### src/design/bvp_pkg.sv
// ----------------------------------------------------------------------------
// bvp_pkg
// Types, constants and helpers for the bit vector store with popcount.
// ----------------------------------------------------------------------------
package bvp_pkg;

	localparam int MAX_BITS  = 4096;
	localparam int WORD_BITS = 64;
	localparam int NUM_WORDS = (MAX_BITS + WORD_BITS - 1) / WORD_BITS;
	localparam int WORD_AW   = $clog2(NUM_WORDS);
	localparam int BIT_AW    = $clog2(WORD_BITS);
	localparam int LEN_W     = 13;
	localparam int IDX_W     = 16;
	localparam int ACT_W     = 3;
	localparam int CNT_W     = 32;
	localparam int ADDR_W    = 3;
	localparam int DATA_W    = 32;

	localparam logic [LEN_W-1:0] LEN_MAX = LEN_W'(MAX_BITS);
	localparam logic             REG_LENGTH = 1'b0;

	typedef enum logic [ACT_W-1:0] {
		ACT_SET_BIT  = 3'd0,
		ACT_CLR_BIT  = 3'd1,
		ACT_GET_BIT  = 3'd2,
		ACT_SET_WORD = 3'd3,
		ACT_CLR_WORD = 3'd4
	} action_t;

	typedef enum logic [1:0] {
		ST_IDLE,
		ST_READ,
		ST_COUNT,
		ST_DONE
	} state_t;

	typedef logic [WORD_BITS-1:0] word_t;

	function automatic logic [2:0] pop4(input logic [3:0] v);
		pop4 = 3'(v[0]) + 3'(v[1]) + 3'(v[2]) + 3'(v[3]);
	endfunction

	function automatic logic [4:0] pop16(input logic [15:0] v);
		pop16 = 5'(pop4(v[3:0])) + 5'(pop4(v[7:4]))
			+ 5'(pop4(v[11:8])) + 5'(pop4(v[15:12]));
	endfunction

endpackage

### src/design/bit_vector_store_with_popcount.sv
// ----------------------------------------------------------------------------
// bit_vector_store_with_popcount
// Bit store of 64-bit words with a write counter and a running ones count.
// ----------------------------------------------------------------------------
// Each item takes four steps from start to the done strobe: one to read the
// word from the single-port store, one to build the new word and write it
// back, one for 16-bit popcount partial sums and one to update the counters.
// busy is high from an accepted start until the done strobe, so a new item is
// taken in the cycle the done strobe shows the previous result. Results are
// shown for one cycle and cannot be stalled. Writing length_bits (saturated to
// 4096) clears the store, the write count and the ones count at once through
// per-word valid bits.
module bit_vector_store_with_popcount (
	input  logic                         clk,
	input  logic                         arst_n,
	input  logic                         start,
	output logic                         busy,
	input  logic [bvp_pkg::ACT_W-1:0]    action,
	input  logic [bvp_pkg::IDX_W-1:0]    bit_index,
	output logic                         done,
	output logic                         ok,
	output logic                         bit_value,
	output logic [bvp_pkg::CNT_W-1:0]    write_count,
	output logic [bvp_pkg::LEN_W-1:0]    ones_count,
	input  logic                         psel,
	input  logic                         penable,
	input  logic                         pwrite,
	input  logic [bvp_pkg::ADDR_W-1:0]   paddr,
	input  logic [bvp_pkg::DATA_W-1:0]   pwdata,
	output logic [bvp_pkg::DATA_W-1:0]   prdata,
	output logic                         pready
);
	import bvp_pkg::*;

	state_t                 state_q, state_d;
	logic [LEN_W-1:0]       length_q;
	logic [CNT_W-1:0]       writes_q;
	logic [LEN_W-1:0]       ones_q;
	logic [NUM_WORDS-1:0]   valid_q;

	logic [ACT_W-1:0]       act_q;
	logic [WORD_AW-1:0]     waddr_q;
	logic [BIT_AW-1:0]      bsel_q;
	logic                   ok_q;
	logic                   bit_q;
	logic                   ent_valid_q;
	logic                   done_q;

	word_t                  mem [NUM_WORDS];
	word_t                  rdata_q;
	word_t                  old_m_q, new_m_q;
	logic [4:0]             pop_old_q [4];
	logic [4:0]             pop_new_q [4];

	logic                   accept;
	logic                   cfg_wr;
	logic [LEN_W-1:0]       len_in;
	logic                   is_write;
	word_t                  old_w, new_w, mask_w;
	logic [LEN_W-1:0]       lo, rem;
	logic [6:0]             sum_old, sum_new;

	assign pready  = 1'b1;
	assign prdata  = DATA_W'(length_q);
	assign cfg_wr  = psel & penable & pwrite & pready & (paddr[2] == REG_LENGTH);
	assign len_in  = (pwdata[LEN_W-1:0] > LEN_MAX) ? LEN_MAX : pwdata[LEN_W-1:0];

	assign busy    = (state_q != ST_IDLE);
	assign accept  = start & ~busy;

	assign done        = done_q;
	assign ok          = ok_q;
	assign bit_value   = bit_q;
	assign write_count = writes_q;
	assign ones_count  = ones_q;

	assign is_write = ok_q & (act_q != ACT_GET_BIT);

	always_ff @(posedge clk or negedge arst_n) begin
		if (!arst_n) begin
			state_q <= ST_IDLE;
		end else begin
			state_q <= state_d;
		end
	end

	always_comb begin
		state_d = state_q;
		unique case (state_q)
			ST_IDLE:  if (accept) state_d = ST_READ;
			ST_READ:  state_d = ST_COUNT;
			ST_COUNT: state_d = ST_DONE;
			ST_DONE:  state_d = ST_IDLE;
			default:  state_d = ST_IDLE;
		endcase
	end

	// word store: read at accept, written back in the cycle after
	always_ff @(posedge clk) begin
		if (accept) begin
			rdata_q <= mem[bit_index[BIT_AW+WORD_AW-1:BIT_AW]];
		end
		if (state_q == ST_READ && is_write) begin
			mem[waddr_q] <= new_w;
		end
	end

	// old word, new word and mask of bits below the length
	always_comb begin
		old_w = ent_valid_q ? rdata_q : '0;
		new_w = old_w;
		unique case (act_q)
			ACT_SET_BIT:  new_w = old_w | (word_t'(1) << bsel_q);
			ACT_CLR_BIT:  new_w = old_w & ~(word_t'(1) << bsel_q);
			ACT_SET_WORD: new_w = '1;
			ACT_CLR_WORD: new_w = '0;
			default:      new_w = old_w;
		endcase
		lo  = LEN_W'({waddr_q, {BIT_AW{1'b0}}});
		rem = length_q - lo;
		if (length_q <= lo) begin
			mask_w = '0;
		end else if (rem >= LEN_W'(WORD_BITS)) begin
			mask_w = '1;
		end else begin
			mask_w = ~({WORD_BITS{1'b1}} << rem[BIT_AW-1:0]);
		end
	end

	always_comb begin
		sum_old = 7'(pop_old_q[0]) + 7'(pop_old_q[1]) + 7'(pop_old_q[2]) + 7'(pop_old_q[3]);
		sum_new = 7'(pop_new_q[0]) + 7'(pop_new_q[1]) + 7'(pop_new_q[2]) + 7'(pop_new_q[3]);
	end

	always_ff @(posedge clk) begin
		if (accept) begin
			act_q   <= action;
			waddr_q <= bit_index[BIT_AW+WORD_AW-1:BIT_AW];
			bsel_q  <= bit_index[BIT_AW-1:0];
		end
		if (state_q == ST_READ) begin
			old_m_q <= old_w & mask_w;
			new_m_q <= new_w & mask_w;
		end
		if (state_q == ST_COUNT) begin
			for (int i = 0; i < 4; i++) begin
				pop_old_q[i] <= pop16(old_m_q[16*i +: 16]);
				pop_new_q[i] <= pop16(new_m_q[16*i +: 16]);
			end
		end
	end

	always_ff @(posedge clk or negedge arst_n) begin
		if (!arst_n) begin
			length_q    <= LEN_MAX;
			writes_q    <= '0;
			ones_q      <= '0;
			valid_q     <= '0;
			ok_q        <= 1'b0;
			bit_q       <= 1'b0;
			ent_valid_q <= 1'b0;
			done_q      <= 1'b0;
		end else begin
			done_q <= (state_q == ST_DONE);
			if (cfg_wr) begin
				length_q <= len_in;
				writes_q <= '0;
				ones_q   <= '0;
				valid_q  <= '0;
			end else begin
				if (accept) begin
					ok_q <= ({{(IDX_W-LEN_W){1'b0}}, length_q} > bit_index)
						& (action <= ACT_CLR_WORD);
					ent_valid_q <= valid_q[bit_index[BIT_AW+WORD_AW-1:BIT_AW]];
					bit_q <= 1'b0;
				end
				if (state_q == ST_READ) begin
					if (ok_q && act_q == ACT_GET_BIT) begin
						bit_q <= old_w[bsel_q];
					end
					if (is_write) begin
						valid_q[waddr_q] <= 1'b1;
					end
				end
				if (state_q == ST_DONE && is_write) begin
					writes_q <= writes_q + 1'b1;
					ones_q   <= ones_q + LEN_W'(sum_new) - LEN_W'(sum_old);
				end
			end
		end
	end

endmodule

### config.mk
export PLATFORM = sky130hd
export DESIGN_NAME = bit_vector_store_with_popcount
export DESIGN_NICKNAME = d
export VERILOG_FILES = /design/src/design/bvp_pkg.sv /design/src/design/bit_vector_store_with_popcount.sv
export SDC_FILE = /design/constraint.sdc
export NUM_CORES = 2
export LEC_CHECK = 0
export BUFFER_PORTS_ARGS = -buffer_cell sky130_fd_sc_hd__buf_4
export CAP_MARGIN = 10
export CORE_MARGIN = 4
export CORE_UTILIZATION = 55
export CTS_CLUSTER_SIZE = 40
export DETAILED_ROUTE_END_ITERATION = 10
export PLACE_DENSITY = 0.71
export SYNTH_ARGS = -nofsm -noshare
export SYNTH_HDL_FRONTEND = slang
export SYNTH_MEMORY_MAX_BITS = 65536
export SYNTH_SLANG_ARGS = --single-unit
export TNS_END_PERCENT = 5
### constraint.sdc
create_clock -name clk -period 8.3 [get_ports clk]
set_clock_uncertainty 0.1 [all_clocks]
set_input_delay 0.83 -clock clk [delete_from_list [all_inputs] [get_ports clk]]
set_output_delay 0.83 -clock clk [all_outputs]
set_load 0.1 [all_outputs]
==> results.sh <==
export IMPL_status="finished, final reports clean"
export IMPL_end_kind="flop"
export IMPL_clk_pin_slew_ns=0.06
export IMPL_pre_cts_ws_ns=3.39
export IMPL_slew_violations=0
export IMPL_grt_first_pass_wirelength_mm=687
export IMPL_num_rows=208
export IMPL_grt_pass1_vias=88100
export IMPL_setup_tns_ns=0
export IMPL_cts_tree="yes"
export IMPL_htree_levels=5
export IMPL_final_nets=8609
export IMPL_worstSkewPairLatency_ns=0.98
export IMPL_powerDensity_nw_per_um2=321
export IMPL_max_cap_violations=0
export IMPL_period_share_pct=60.6
export IMPL_r2r_setup_slack_ns=3.27
export IMPL_fp_dieH_um=576
export IMPL_clockBufferDepth=4
export IMPL_numCtsBuffers=432
export IMPL_clock_sinks=4471
export IMPL_seq_area_frac_synth_pct=75.4
export IMPL_r2r_start="act_q[0]"
export IMPL_hold_ws_ns=0.0823
export IMPL_crit_slowest_cell="nor2_4"
export IMPL_critPathMaxStageDelay_ns=0.87
export IMPL_placed_area_um2=185000
export IMPL_grt_overflow=0
export IMPL_first_pass_iters=9
export IMPL_drive_gt1_share_pct=28.8
export IMPL_start_util_pct=55.2
export IMPL_required_ns=8.76
export IMPL_postSynthCellCount=7947
export IMPL_setup_viol=0
export IMPL_grt_use_total_pct=29.5
export IMPL_max_slew_margin_pct=13.8
export IMPL_hold_class="in -> reg"
export IMPL_io_pins=142
export IMPL_routedWlPerCell_um=37.4
export IMPL_place_gp_congestion=0.948
export IMPL_postCtsSetupBuffers=0
export IMPL_reg2reg_to="mem[16][11]"
export IMPL_crit_cells=7
export IMPL_final_cell_mix="edfxtp_1, mux4_2, clkbuf_16"
export IMPL_cp_top_family="simple AND/OR/NAND/NOR gates"
export IMPL_rr_worst_depth=7
export IMPL_synth_ff_type="edfxtp_1"
export IMPL_antenna_found_initial=27
export IMPL_wl_mm=487
export IMPL_period_needed_ns=5.03
export IMPL_avgSynthCellArea_um2=22.3
export IMPL_layout_commonest_cell="edfxtp_1"
export IMPL_grt_max_degree=144
export IMPL_cp_start_kind="flop"
export IMPL_die_w_um=576
export IMPL_coreArea_um2=321000
export IMPL_drtIter0Drc=14900
export IMPL_hold_violations=0
export IMPL_synth_cell_types=66
export IMPL_timing_fmax_mhz=199
export IMPL_fp_dieArea_um2=332000
export IMPL_yosys_warnings=0
export IMPL_leakagePower_nw=64.2
export IMPL_crit_arrival_ns=5.49
export IMPL_vias=88200
export IMPL_synth_edf_count=4343
export IMPL_hpwl_mm=260
export IMPL_critPathMaxFanout=23
export IMPL_ir_drop_mv=0.725
export IMPL_clk_root_buffer_cell="clkbuf_16"
export IMPL_fin_area_um2=200000
export IMPL_area_growth_pct=12.7
export IMPL_vias_per_cell=6.77
export IMPL_crit_buf_inv=2
export IMPL_startpoint="act_q[0]"
export IMPL_async_reset_ff_share_pct=2.86
export IMPL_worst_slack_ns=3.27
export IMPL_drc=0
export IMPL_ant_nets=0
export IMPL_min_from="bit_index[0]"
export IMPL_critical_path_class="reg -> reg"
export IMPL_port_buffers=100
export IMPL_tightest_slew_ns=1.29
export IMPL_rsz0062_at_grt="no"
export IMPL_crit_path_end="mem[16][11]"
export IMPL_crit_chain="or3b_1, nand3_1, nor2_1, nand3_1, nor2_4, buf_4, buf_4"
export IMPL_syn_area_um2=177000
export IMPL_synth_seq_cells=4471
flip-flops by register name, summed over array words and instances, names as in the netlist:
register     cells
rdata_q         64
act_q            3
new_m_q         64
length_q        13
done             1
pop_old_q       20
ones_count      13
ok               1
bsel_q           6
bit_value        1
ent_valid_q      1
valid_q         64
pop_new_q       20
waddr_q          6
mem           4096
state_q          2
write_count     32
old_m_q         64
per-layer routing:
metal | vias up | wire length, µm | global-route usage, %
met2 | 6368 | 229000 | 45.4
li1 | 33900 | - | -
met5 | - | 47 | 0
met3 | 1057 | 61700 | 7.44
met4 | 8 | 21500 | 10.8
met1 | 46800 | 174000 | 41.8
worst min-delay path by stage:
stage	end	slack [ns]	cells past startpoint
floorplan	valid_q[14]	0.36	2
global placement	valid_q[37]	0.37	2
detailed placement	valid_q[20]	0.38	2
CTS	bsel_q[0]	0.01	1
global route	bsel_q[0]	0.02	1
finish	bsel_q[0]	0.08	1
what timing repair did:
action                     CTS  global route
hold endpoints to repair    61             0
resized for setup            0             0
setup endpoints to repair    0             0
hold buffers                12             0
Yosys cell counts (4+ instances only):
| cell | count | area, µm² |
|---|---|---|
| a22oi_1 | 34 | 255 |
| or3_1 | 14 | 87.6 |
| o311a_1 | 8 | 80.1 |
| fa_1 | 117 | 2340 |
| nand4_1 | 14 | 87.6 |
| ha_1 | 90 | 1130 |
| o21ai_0 | 125 | 626 |
| buf_4 | 20 | 150 |
| mux2_2 | 5 | 56.3 |
| nand3b_1 | 5 | 37.5 |
| buf_1 | 47 | 176 |
| xor2_1 | 25 | 219 |
| nor2_1 | 278 | 1040 |
| and3_1 | 53 | 332 |
| nand2b_1 | 8 | 50.1 |
| edfxtp_1 | 4343 | 130000 |
| nand2_1 | 200 | 751 |
| and2_1 | 11 | 68.8 |
| mux2i_1 | 9 | 90.1 |
| dfrtp_1 | 127 | 3180 |
| a22o_1 | 10 | 87.6 |
| nor4_1 | 4 | 25.0 |
| inv_1 | 250 | 938 |
| o211ai_1 | 9 | 67.6 |
| a31oi_1 | 36 | 225 |
| nor3_1 | 35 | 175 |
| buf_2 | 93 | 465 |
| xnor2_1 | 31 | 272 |
| nand3_1 | 42 | 210 |
| a211oi_1 | 5 | 37.5 |
| a21oi_1 | 117 | 586 |
| and4_1 | 4 | 35.0 |
| nor2b_1 | 17 | 106 |
| nor3b_1 | 43 | 323 |
| or2_2 | 5 | 31.3 |
| o21a_1 | 13 | 97.6 |
| mux4_2 | 1376 | 31000 |
| clkbuf_1 | 269 | 1010 |
| a21o_1 | 16 | 120 |
worst register-to-register path: cells and delay by family (launching register included):
family,cells,cell delay (ns)
buffers and inverters,2,1.08
DFF,1,0.73
and+or+nand+nor,5,2.59
area by class of cell:
cell class	instances	area, µm²
Clock buffer	511	11200
Antenna cell	10	25.0
Tap cell	4305	5390
Multi-Input combinational cell	2812	42200
Timing Repair Buffer	373	3390
Sequential cell	4471	134000
Inverter	252	961
Fill cell	21200	121000
Clock inverter	290	2970
stage by stage:
stage / cells / utilization [%] / total power, W
global route: 13000 / 62.2 / 0.0670
CTS: 13000 / 62.2 / 0.0641
global placement: 12200 / 57.7 / 0.0444
finish: 13000 / 62.2 / 0.0641
detailed placement: 12200 / 57.7 / 0.0446
floorplan: 7965 / - / 0.0394
kinds of logic (layout without fill, tap and decap cells):
family | after synthesis | in the layout | synth area share [%]
flops | 4471 | 4471 | 75.4
mux | 1390 | 1390 | 17.6
simple gates | 741 | 741 | 1.94
buf+inv | 682 | 1426 | 1.55
compound gates | 398 | 398 | 1.36
fa+ha+maj | 207 | 207 | 1.96
xor+xnor | 56 | 56 | 0.277
other cells | 2 | 30 | 0.00424
where the power goes:
part	leakage, nW	switching [W]	total (W)	internal (W)
registers	41.1	0.000404	0.0284	0.0280
logic	16.2	0.0102	0.0160	0.00580
clock network	6.90	0.00849	0.0197	0.0112
total	64.2	0.0191	0.0641	0.0450
No activity file was read; power rests on OpenSTA's default activity.
